## src/sv/rd128_pkg.sv

```systemverilog
// shared widths for the 128-bit restoring divider
// used by restoring_divider_128 and its port checker
package rd128_pkg;

  localparam int WORD_W = 64;
  localparam int DATA_W = 2 * WORD_W;
  localparam int CNT_W  = $clog2(DATA_W);

endpackage

```

## src/sv/restoring_divider_128.sv

```systemverilog
// 128-bit unsigned restoring divider, one shared subtractor under a small sequencer
// depends on rd128_pkg
//
// One transfer in gives one transfer out. The divisor is first shifted left one bit
// per cycle while it still fits under the dividend (s shifts, 0 to 127), then s+1
// restoring subtract steps produce one quotient bit each. A zero divisor gives the result in
// the cycle after the input transfer: it sets divide_by_zero with quotient zero and
// remainder equal to the dividend. Both phases run on one 128-bit subtractor.
// The block takes no new input until the result has been transferred.
module restoring_divider_128 (
  input  logic                        clk,
  input  logic                        rst,
  input  logic                        req_valid,
  output logic                        req_ready,
  input  logic [rd128_pkg::WORD_W-1:0] dividend_hi,
  input  logic [rd128_pkg::WORD_W-1:0] dividend_lo,
  input  logic [rd128_pkg::WORD_W-1:0] divisor_hi,
  input  logic [rd128_pkg::WORD_W-1:0] divisor_lo,
  output logic                        rsp_valid,
  input  logic                        rsp_ready,
  output logic [rd128_pkg::WORD_W-1:0] quotient_hi,
  output logic [rd128_pkg::WORD_W-1:0] quotient_lo,
  output logic [rd128_pkg::WORD_W-1:0] remainder_hi,
  output logic [rd128_pkg::WORD_W-1:0] remainder_lo,
  output logic                        divide_by_zero
);

  localparam logic [1:0] ST_IDLE  = 2'd0;
  localparam logic [1:0] ST_ALIGN = 2'd1;
  localparam logic [1:0] ST_DIV   = 2'd2;
  localparam logic [1:0] ST_DONE  = 2'd3;

  localparam int DW = rd128_pkg::DATA_W;
  localparam int WW = rd128_pkg::WORD_W;

  logic [1:0]                    state;
  logic [DW-1:0]                 m;
  logic [DW-1:0]                 d;
  logic [DW-1:0]                 q;
  logic [rd128_pkg::CNT_W-1:0]   cnt;
  logic                          dz;

  logic [DW-1:0]                 sub_op;
  logic [DW-1:0]                 diff;
  logic                          borrow;
  logic                          ge;

  // shared subtractor: aligned probe in ALIGN, current divisor in DIV
  always_comb begin
    sub_op        = (state == ST_ALIGN) ? {d[DW-2:0], 1'b0} : d;
    {borrow, diff} = {1'b0, m} - {1'b0, sub_op};
    ge            = ~borrow;
  end

  assign req_ready      = (state == ST_IDLE);
  assign rsp_valid      = (state == ST_DONE);
  assign quotient_hi    = q[DW-1:WW];
  assign quotient_lo    = q[WW-1:0];
  assign remainder_hi   = m[DW-1:WW];
  assign remainder_lo   = m[WW-1:0];
  assign divide_by_zero = dz;

  always_ff @(posedge clk) begin
    if (rst) begin
      state <= ST_IDLE;
    end else begin
      unique case (state)
        ST_IDLE: begin
          if (req_valid) begin
            if ({divisor_hi, divisor_lo} == '0) begin
              state <= ST_DONE;
            end else begin
              state <= ST_ALIGN;
            end
          end
        end
        ST_ALIGN: begin
          if (d[DW-1] || !ge) begin
            state <= ST_DIV;
          end
        end
        ST_DIV: begin
          if (cnt == '0) begin
            state <= ST_DONE;
          end
        end
        ST_DONE: begin
          if (rsp_ready) begin
            state <= ST_IDLE;
          end
        end
        default: begin
          state <= ST_IDLE;
        end
      endcase
    end
  end

  // datapath
  always_ff @(posedge clk) begin
    case (state)
      ST_IDLE: begin
        m   <= {dividend_hi, dividend_lo};
        d   <= {divisor_hi, divisor_lo};
        q   <= '0;
        cnt <= '0;
        dz  <= ({divisor_hi, divisor_lo} == '0);
      end
      ST_ALIGN: begin
        if (!d[DW-1] && ge) begin
          d   <= {d[DW-2:0], 1'b0};
          cnt <= cnt + 1'b1;
        end
      end
      ST_DIV: begin
        if (ge) begin
          m <= diff;
        end
        q <= {q[DW-2:0], ge};
        d <= {1'b0, d[DW-1:1]};
        if (cnt != '0) begin
          cnt <= cnt - 1'b1;
        end
      end
      default: begin
      end
    endcase
  end

endmodule

```

## config.mk

```make
export PLATFORM = sky130hd
export DESIGN_NAME = restoring_divider_128
export DESIGN_NICKNAME = d
export VERILOG_FILES = /design/src/sv/rd128_pkg.sv /design/src/sv/restoring_divider_128.sv
export SDC_FILE = /design/constraint.sdc
export NUM_CORES = 1
export LEC_CHECK = 0
export BUFFER_PORTS_ARGS = -buffer_cell sky130_fd_sc_hd__buf_2
export CORE_MARGIN = 1.5
export CORE_UTILIZATION = 61
export CTS_CLUSTER_SIZE = 16
export DETAILED_ROUTE_END_ITERATION = 7
export GPL_ROUTABILITY_DRIVEN = 0
export HOLD_SLACK_MARGIN = 0.06
export PLACE_DENSITY_LB_ADDON = 0.15
export SYNTH_ARGS = -nofsm -noshare
export SYNTH_HDL_FRONTEND = slang
export SYNTH_SLANG_ARGS = --single-unit
```

## constraint.sdc

```tcl
create_clock -name clk -period 17.7 [get_ports clk]
set_input_delay 1.77 -clock clk [delete_from_list [all_inputs] [get_ports clk]]
set_output_delay 1.77 -clock clk [all_outputs]
set_load 0.01 [all_outputs]
```

==> flow_summary.html, run 1 <==
<table>
<tr><th>Metric</th><th>Value</th></tr>
<tr><th colspan="2">GRT</th></tr>
<tr><td>Vias in the first global route</td><td>23100</td></tr>
<tr><td>Wire length of the first global-routing pass</td><td>approximately 130 mm</td></tr>
<tr><td>Antenna violations before repair</td><td>4</td></tr>
<tr><td>Maximum number of pins on one net before global-route repair</td><td>roughly 150</td></tr>
<tr><td>Overall Global Routing Usage</td><td>35.8%</td></tr>
<tr><td>Overflow left after global routing</td><td>0</td></tr>
<tr><th colspan="2">Critical path</th></tr>
<tr><td>Kind of critical path</td><td>flop to flop</td></tr>
<tr><td>Worst Reg-to-Reg Cells</td><td>17</td></tr>
<tr><td>Endpoint type of the worst setup path</td><td>flop</td></tr>
<tr><td>Top fanout value on the critical path</td><td>150</td></tr>
<tr><td>Endpoint of the worst setup timing path</td><td>d[67]</td></tr>
<tr><td>Startpoint Class</td><td>flop</td></tr>
<tr><td>Reg2Reg Launch Point</td><td>state[1]</td></tr>
<tr><td>Crit path required time</td><td>between 15 and 20 ns</td></tr>
<tr><td>Register-to-register setup slack</td><td>roughly 11 ns</td></tr>
<tr><td>Critical Path AT</td><td>between 6 and 7 ns</td></tr>
<tr><td>Reg-to-Reg End</td><td>d[67]</td></tr>
<tr><td>Launching element of the worst setup path</td><td>state[1]</td></tr>
<tr><th colspan="2">Die</th></tr>
<tr><td>Number of core rows</td><td>77</td></tr>
<tr><td>Starting utilization of the core area</td><td>about 60%</td></tr>
<tr><td>Width of the die</td><td>about 210 µm</td></tr>
<tr><td>Top-level I/O count</td><td>around 520</td></tr>
<tr><td>Vertical extent of the die</td><td>~210 µm</td></tr>
<tr><td>Full die area</td><td>roughly 46000 µm²</td></tr>
<tr><td>Placeable Area</td><td>approximately 44000 µm²</td></tr>
<tr><th colspan="2">CTS</th></tr>
<tr><td>Post-cts resize count</td><td>0</td></tr>
<tr><td>Clock H-tree levels</td><td>2</td></tr>
<tr><td>Post-CTS setup repair buffer count</td><td>0</td></tr>
<tr><td>Clock root cell</td><td>sky130_fd_sc_hd__clkbuf_16</td></tr>
<tr><td>Clock insertion delay at the later pin of the skew report</td><td>approximately 0.6 ns</td></tr>
<tr><td>Number of sinks handled by clock tree synthesis</td><td>394</td></tr>
<tr><td>Clock transition at path regs</td><td>roughly 0.060 ns</td></tr>
<tr><td>Hold bufs inserted after CTS</td><td>0</td></tr>
<tr><td>Clock tree from TritonCTS</td><td>yes</td></tr>
<tr><td>Maximum buffer depth of the clock tree</td><td>3</td></tr>
<tr><td>Clock buffer count from CTS</td><td>45</td></tr>
<tr><th colspan="2">Cells and area</th></tr>
<tr><td>Number of nets at the end of the flow</td><td>about 3500</td></tr>
<tr><td>Fraction of final layout cells with drive strength greater than 1</td><td>between 20% and 30%</td></tr>
<tr><td>Area delta synth-&gt;final</td><td>15.2%</td></tr>
<tr><th colspan="2">Route</th></tr>
<tr><td>Number of detailed-route iterations in the first pass</td><td>7</td></tr>
<tr><td>Final ANT Viol Nets</td><td>0</td></tr>
<tr><td>DRC violation total after the first TritonRoute iteration</td><td>~2900</td></tr>
<tr><td>DRC violation count after routing</td><td>0</td></tr>
<tr><td>Routed via count divided by cell count</td><td>6.48</td></tr>
<tr><td>Wire per inst</td><td>22.7 µm</td></tr>
<tr><td>Overall via count from detail_route</td><td>24500</td></tr>
<tr><td>Detailed-route wire length</td><td>85.6 mm</td></tr>
<tr><th colspan="2">Hold path</th></tr>
<tr><td>Hold crit path type</td><td>flop to flop</td></tr>
<tr><td>Start point of the worst hold path</td><td>q[121]</td></tr>
<tr><th colspan="2">Yosys</th></tr>
<tr><td>Synthesized net count</td><td>3160</td></tr>
<tr><td>Flop and latch count out of synthesis</td><td>between 300 and 400</td></tr>
<tr><td>Sequential area share after synthesis</td><td>between 40% and 50%</td></tr>
<tr><td>Fraction of registers with async set/reset</td><td>0%</td></tr>
<tr><td>Top-count cell post-synth</td><td>sky130_fd_sc_hd__edfxtp_1</td></tr>
<tr><td>Biggest area contributors in the synthesized netlist</td><td>sky130_fd_sc_hd__edfxtp_1 43%, sky130_fd_sc_hd__ha_1 6.3%, sky130_fd_sc_hd__a21oi_1 6.3%</td></tr>
<tr><td>Ys flop type</td><td>sky130_fd_sc_hd__edfxtp_1</td></tr>
<tr><td>Number of instances in the synthesized netlist</td><td>2761</td></tr>
<tr><td>Syn. warnings</td><td>0</td></tr>
<tr><td>Synth unique cells</td><td>between 80 and 90</td></tr>
<tr><td>Leading post-synthesis cells by instance count</td><td>392 x sky130_fd_sc_hd__edfxtp_1, 341 x sky130_fd_sc_hd__a21oi_1, 260 x sky130_fd_sc_hd__nor2_1</td></tr>
<tr><td>Biggest area consumer among synthesized cells</td><td>sky130_fd_sc_hd__edfxtp_1</td></tr>
<tr><td>Avg Inst Size Synth</td><td>a little under 10 µm²</td></tr>
<tr><td>Top-area cell type share of the netlist area</td><td>43.2%</td></tr>
<tr><td>Mapped cell area</td><td>about 27000 µm²</td></tr>
<tr><td>Number of synthesized flops with an enable pin</td><td>392</td></tr>
<tr><th colspan="2">Timing</th></tr>
<tr><td>Min Tclk post-route</td><td>between 6 and 7 ns</td></tr>
<tr><td>Max frequency</td><td>around 0.15 GHz</td></tr>
<tr><td>Unrepaired setup endpoints after global routing</td><td>false</td></tr>
<tr><td>Max-Slew Margin vs Limit</td><td>17.6%</td></tr>
<tr><td>Transition time at the pin with the least slew margin</td><td>1.24 ns</td></tr>
<tr><td>Skew final</td><td>approximately 0.022 ns</td></tr>
<tr><td>Hold Fails Final Rpt</td><td>0</td></tr>
<tr><td>Final critical-path share of the clock period</td><td>38.1%</td></tr>
<tr><td>Final-layout setup total negative slack</td><td>0 ns</td></tr>
<tr><td>Final number of max-transition violations</td><td>0</td></tr>
<tr><td>Number of setup violations in the final report</td><td>0</td></tr>
<tr><th colspan="2">Flow run</th></tr>
<tr><td>Reported max-cap violation count</td><td>0</td></tr>
<tr><th colspan="2">Place</th></tr>
<tr><td>Number of port buffers</td><td>between 500 and 600</td></tr>
<tr><td>Detail Placement HPWL</td><td>between 60 and 70 mm</td></tr>
<tr><th colspan="2">Outcome</th></tr>
<tr><td>Result of the run</td><td>finished clean</td></tr>
</table>
logic make-up (layout without fill, tap and decap cells):
group,Yosys count,count (layout),synth area share (%)
buffers and inverters,242,661,3.39
AND/OR/NAND/NOR,784,784,14.0
XOR/XNOR,122,122,3.93
multiplexers,233,233,9.05
other,0,5,0
flip-flops,394,394,43.4
adder cells (fa/ha/maj),139,139,6.44
AO/OA/AOI/OAI,847,847,19.8
layout make-up:
cell class	instances	area (µm²)
inverter	51	194
multi-input combinational	2125	14500
tap	592	741
clock inverter	18	149
sequential	394	11800
fill	3447	12800
timing repair buffer	532	2710
antenna	5	12.5
clock buffer	60	1180
worst min-delay path by stage:
stage	to	slack, ns	cells past startpoint
6_report	q[122]	0.54	1
5_1_grt	q[16]	0.56	1
4_1_cts	q[122]	0.55	1
3_5_place_dp	q[122]	0.53	1
3_3_place_gp	q[78]	0.53	1
2_1_floorplan	state[1]	0.50	2
registers in the layout (all words and copies together) (netlist names):
name and count:
q 128, cnt 7, m 128, divide_by_zero 1, state 2, d 128
through the flow:
stage	std cells	instance area [µm²]	utilization [%]	setup slack, ns	hold slack (ns)
2_1_floorplan	2761	27200	-	6.66	0.502
3_3_place_gp	3694	30000	68.0	11.34	0.530
3_5_place_dp	3694	30000	68.0	11.05	0.535
4_1_cts	3772	31300	71.0	11.03	0.547
5_1_grt	3773	31300	71.0	10.64	0.564
6_report	3777	31300	71.0	10.96	0.542
routing by layer:
layer  track usage [%]  vias to the layer above  part of all wire [%]
li1                  -                    11200                     -
met1              47.4                    11600                    39
met2              57.7                     1410                    46
met3              6.84                      253                    10
met4              15.4                        2                   4.6
met5                 0                        -                 0.020
cells in the final DEF (no fill, tap or decap), types with 12 or more instances in the layout:
cell / count
sky130_fd_sc_hd__xnor2_1: 70
sky130_fd_sc_hd__mux2_2: 105
sky130_fd_sc_hd__mux2i_1: 128
sky130_fd_sc_hd__nand2_1: 165
sky130_fd_sc_hd__a21oi_1: 339
sky130_fd_sc_hd__nand3_1: 29
sky130_fd_sc_hd__o21a_1: 15
sky130_fd_sc_hd__o21ai_0: 104
sky130_fd_sc_hd__nor4_1: 44
sky130_fd_sc_hd__o211ai_1: 12
sky130_fd_sc_hd__a31oi_1: 13
sky130_fd_sc_hd__inv_1: 50
sky130_fd_sc_hd__a22oi_1: 127
sky130_fd_sc_hd__a21o_1: 86
sky130_fd_sc_hd__clkbuf_1: 15
sky130_fd_sc_hd__buf_4: 13
sky130_fd_sc_hd__o21ai_1: 15
sky130_fd_sc_hd__clkbuf_16: 45
sky130_fd_sc_hd__o21bai_1: 40
sky130_fd_sc_hd__edfxtp_1: 392
sky130_fd_sc_hd__nor2_1: 260
sky130_fd_sc_hd__nand4_1: 83
sky130_fd_sc_hd__and2_1: 133
sky130_fd_sc_hd__ha_1: 134
sky130_fd_sc_hd__xor2_1: 52
sky130_fd_sc_hd__nor3_1: 22
sky130_fd_sc_hd__buf_2: 518
critical path, stage by stage, from the launching register on:
cell	delay, ns
sky130_fd_sc_hd__dfxtp_1	0.34
sky130_fd_sc_hd__inv_1	0.19
sky130_fd_sc_hd__ha_4	0.66
sky130_fd_sc_hd__buf_12	0.70
sky130_fd_sc_hd__mux2i_1	0.19
sky130_fd_sc_hd__ha_1	0.45
sky130_fd_sc_hd__nand3_2	0.16
sky130_fd_sc_hd__nor3_2	0.24
sky130_fd_sc_hd__a221oi_2	0.13
sky130_fd_sc_hd__or4_1	0.56
sky130_fd_sc_hd__nand2_2	0.18
sky130_fd_sc_hd__a41oi_4	0.20
sky130_fd_sc_hd__o21bai_4	0.26
sky130_fd_sc_hd__a31oi_4	0.16
sky130_fd_sc_hd__o31a_1	0.39
sky130_fd_sc_hd__or2_1	0.29
sky130_fd_sc_hd__a21oi_4	0.17
sky130_fd_sc_hd__buf_4	0.92
Power of run 1 is left out: the tool's default activity adds up to more than one toggle a clock period on the data nets, which glitch-free logic cannot reach.
==> run 2, diff against run 1 <==
- CORE_UTILIZATION: 61 -> 52
- clock period: 17.7 -> 5.8 ns (I/O delays scaled with it)
==> flow_summary.html, run 2 (same netlist as run 1, synthesis figures left out) <==
<table>
<tr><th>Metric</th><th>Value</th></tr>
<tr><th colspan="2">Outcome</th></tr>
<tr><td>Result of the run</td><td>finished clean</td></tr>
<tr><th colspan="2">GRT</th></tr>
<tr><td>Overflow left after global routing</td><td>0 (unchanged)</td></tr>
<tr><td>Overall Global Routing Usage</td><td>31.5% (-4.3 points)</td></tr>
<tr><td>Antenna violations before repair</td><td>9 (+5)</td></tr>
<tr><td>Vias in the first global route</td><td>23200 (+0.34%)</td></tr>
<tr><td>Wire length of the first global-routing pass</td><td>132 mm (+1.9%)</td></tr>
<tr><td>Maximum number of pins on one net before global-route repair</td><td>267 (+77%)</td></tr>
<tr><th colspan="2">Flow run</th></tr>
<tr><td>Reported max-cap violation count</td><td>0 (unchanged)</td></tr>
<tr><th colspan="2">Hold path</th></tr>
<tr><td>Hold crit path type</td><td>primary input to flop</td></tr>
<tr><th colspan="2">Cells and area</th></tr>
<tr><td>Number of nets at the end of the flow</td><td>3563 (+0.42%)</td></tr>
<tr><td>Most used cells in the layout excluding fill and tap cells</td><td>518 x sky130_fd_sc_hd__buf_2, 392 x sky130_fd_sc_hd__edfxtp_1, 339 x sky130_fd_sc_hd__a21oi_1, 260 x sky130_fd_sc_hd__nor2_1, 164 x sky130_fd_sc_hd__nand2_1</td></tr>
<tr><td>Largest regs</td><td>d: 128 flops, m: 128 flops, q: 128 flops</td></tr>
<tr><td>Area delta synth-&gt;final</td><td>16.7%</td></tr>
<tr><td>Most frequent standard cell in the layout excluding fill and tap cells</td><td>sky130_fd_sc_hd__buf_2</td></tr>
<tr><td>Fraction of final layout cells with drive strength greater than 1</td><td>23.6% (+0.80 points)</td></tr>
<tr><th colspan="2">Timing</th></tr>
<tr><td>Skew final</td><td>0.0187 ns (-0.00293 ns)</td></tr>
<tr><td>Min Tclk post-route</td><td>5.24 ns (-1.51 ns)</td></tr>
<tr><td>Max-Slew Margin vs Limit</td><td>22.6% (+5.0 points)</td></tr>
<tr><td>Max frequency</td><td>0.191 GHz (+29%)</td></tr>
<tr><td>Unrepaired setup endpoints after global routing</td><td>false</td></tr>
<tr><td>Tightest hold margin</td><td>0.158 ns (-0.384 ns)</td></tr>
<tr><td>Final number of max-transition violations</td><td>0 (unchanged)</td></tr>
<tr><td>Transition time at the pin with the least slew margin</td><td>1.16 ns (-0.0757 ns)</td></tr>
<tr><td>Hold Fails Final Rpt</td><td>0 (unchanged)</td></tr>
<tr><td>Number of setup violations in the final report</td><td>0 (unchanged)</td></tr>
<tr><td>Final critical-path share of the clock period</td><td>90.3% (+52 points)</td></tr>
<tr><th colspan="2">Critical path</th></tr>
<tr><td>Endpoint type of the worst setup path</td><td>flop</td></tr>
<tr><td>Critical Path AT</td><td>5.69 ns (-1.23 ns)</td></tr>
<tr><td>Crit path required time</td><td>6.26 ns (-11.62 ns)</td></tr>
<tr><td>Top fanout value on the critical path</td><td>37 (-75%)</td></tr>
<tr><td>Kind of critical path</td><td>flop to flop</td></tr>
<tr><td>Startpoint Class</td><td>flop</td></tr>
<tr><th colspan="2">CTS</th></tr>
<tr><td>Clock H-tree levels</td><td>2 (unchanged)</td></tr>
<tr><td>Hold bufs inserted after CTS</td><td>0 (unchanged)</td></tr>
<tr><td>Clock buffer count from CTS</td><td>46 (+2.2%)</td></tr>
<tr><td>Number of sinks handled by clock tree synthesis</td><td>394 (unchanged)</td></tr>
<tr><td>Clock insertion delay at the later pin of the skew report</td><td>0.60 ns (about the same)</td></tr>
<tr><td>Clock transition at path regs</td><td>0.06 ns (about the same)</td></tr>
<tr><td>Clock tree from TritonCTS</td><td>yes</td></tr>
<tr><td>Maximum buffer depth of the clock tree</td><td>3 (unchanged)</td></tr>
<tr><td>Post-cts resize count</td><td>0 (unchanged)</td></tr>
<tr><td>Clock root cell</td><td>sky130_fd_sc_hd__clkbuf_16</td></tr>
<tr><td>Post-CTS setup repair buffer count</td><td>0 (unchanged)</td></tr>
<tr><th colspan="2">Route</th></tr>
<tr><td>Routed via count divided by cell count</td><td>6.25 (-3.6%)</td></tr>
<tr><td>DRC violation total after the first TritonRoute iteration</td><td>2542 (-11%)</td></tr>
<tr><td>Detailed-route wire length</td><td>87.3 mm (+2.1%)</td></tr>
<tr><td>Wire per inst</td><td>22.5 µm (-0.78%)</td></tr>
<tr><td>Number of detailed-route iterations in the first pass</td><td>6 (-1)</td></tr>
<tr><td>Overall via count from detail_route</td><td>24300 (-0.84%)</td></tr>
<tr><td>Final ANT Viol Nets</td><td>0 (unchanged)</td></tr>
<tr><td>DRC violation count after routing</td><td>0 (unchanged)</td></tr>
<tr><th colspan="2">Die</th></tr>
<tr><td>Vertical extent of the die</td><td>232 µm (+8.2%)</td></tr>
<tr><td>Placeable Area</td><td>51500 µm² (+17%)</td></tr>
<tr><td>Width of the die</td><td>232 µm (+8.2%)</td></tr>
<tr><td>Full die area</td><td>53700 µm² (+17%)</td></tr>
<tr><td>Starting utilization of the core area</td><td>52.8% (-8.8 points)</td></tr>
<tr><td>Number of core rows</td><td>83 (+7.8%)</td></tr>
<tr><td>Top-level I/O count</td><td>519 (unchanged)</td></tr>
<tr><th colspan="2">Place</th></tr>
<tr><td>Number of port buffers</td><td>518 (unchanged)</td></tr>
<tr><td>Detail Placement HPWL</td><td>67.5 mm (+3.0%)</td></tr>
</table>
==> run 2: cell types whose count changed in the layout (fill, tap and decap cells not counted), moves of 2 or more <==
cell / previous run / this run
sky130_fd_sc_hd__inv_6: 1 / 5
sky130_fd_sc_hd__clkinvlp_4: 3 / 1
sky130_fd_sc_hd__buf_12: 1 / 9
sky130_fd_sc_hd__clkbuf_1: 15 / 5
sky130_fd_sc_hd__clkinv_1: 6 / 11
sky130_fd_sc_hd__diode_2: 5 / 7
sky130_fd_sc_hd__clkinv_4: 2 / 0
sky130_fd_sc_hd__buf_4: 13 / 19
sky130_fd_sc_hd__clkinv_2: 3 / 11
==> run 2: final cells by class <==
class / instances / area (µm²)
Antenna cell: 7 / 17.5
Clock buffer: 51 / 1170
Clock inverter: 32 / 244
Fill cell: 4492 / 19700
Inverter: 51 / 194
Multi-Input combinational cell: 2125 / 14600
Sequential cell: 394 / 11800
Tap cell: 680 / 851
Timing Repair Buffer: 546 / 2920
==> run 2: worst paths after layout <==
path	depth (start not counted)	startpoint	slack [ns]	end
max	17	state[1]	0.56	m[127]
min	2	rst	0.16	state[1]
max reg2reg	17	state[1]	0.56	m[127]
min reg2reg	1	q[71]	0.55	q[72]
==> run 2: routing by layer <==
metal,GRT usage (%),vias to the layer above,share of wire [%]
met2,50.0,1194,46
met4,11.0,2,3.5
met5,0,-,0.014
li1,-,11200,-
met1,42.9,11700,41
met3,6.16,185,9.2
==> run 2: through the flow <==
| stage | utilization, % | instance area (µm²) | instances | TNS (ns) | setup WS (ns) |
|---|---|---|---|---|---|
| after floorplan | - | 27400 | 2761 | -37.05 | -0.289 |
| after global placement | 58.9 | 30300 | 3796 | 0 | 0.773 |
| after detailed placement | 58.9 | 30300 | 3796 | 0 | 0.729 |
| after CTS | 61.6 | 31800 | 3879 | 0 | 0.674 |
| after global routing | 61.7 | 31800 | 3886 | 0 | 0.320 |
| final | 61.7 | 31800 | 3886 | 0 | 0.562 |
==> run 2: worst max-delay path, stage by stage, from the launching register on <==
cell and delay (ns):
sky130_fd_sc_hd__dfxtp_2 0.35, sky130_fd_sc_hd__inv_2 0.11, sky130_fd_sc_hd__ha_4 0.36, sky130_fd_sc_hd__buf_12 0.28, sky130_fd_sc_hd__mux2i_1 0.13, sky130_fd_sc_hd__ha_1 0.46, sky130_fd_sc_hd__nand2_1 0.12, sky130_fd_sc_hd__nor4_1 0.51
sky130_fd_sc_hd__inv_1 0.08, sky130_fd_sc_hd__a211oi_1 0.53, sky130_fd_sc_hd__nor3_1 0.13, sky130_fd_sc_hd__buf_4 0.18, sky130_fd_sc_hd__nor3_1 0.30, sky130_fd_sc_hd__a21oi_1 0.20, sky130_fd_sc_hd__o211ai_1 0.48, sky130_fd_sc_hd__o21ai_1 0.23
sky130_fd_sc_hd__or4_1 0.52, sky130_fd_sc_hd__nand3_1 0.10
Power of run 2 is left out for the same reason.
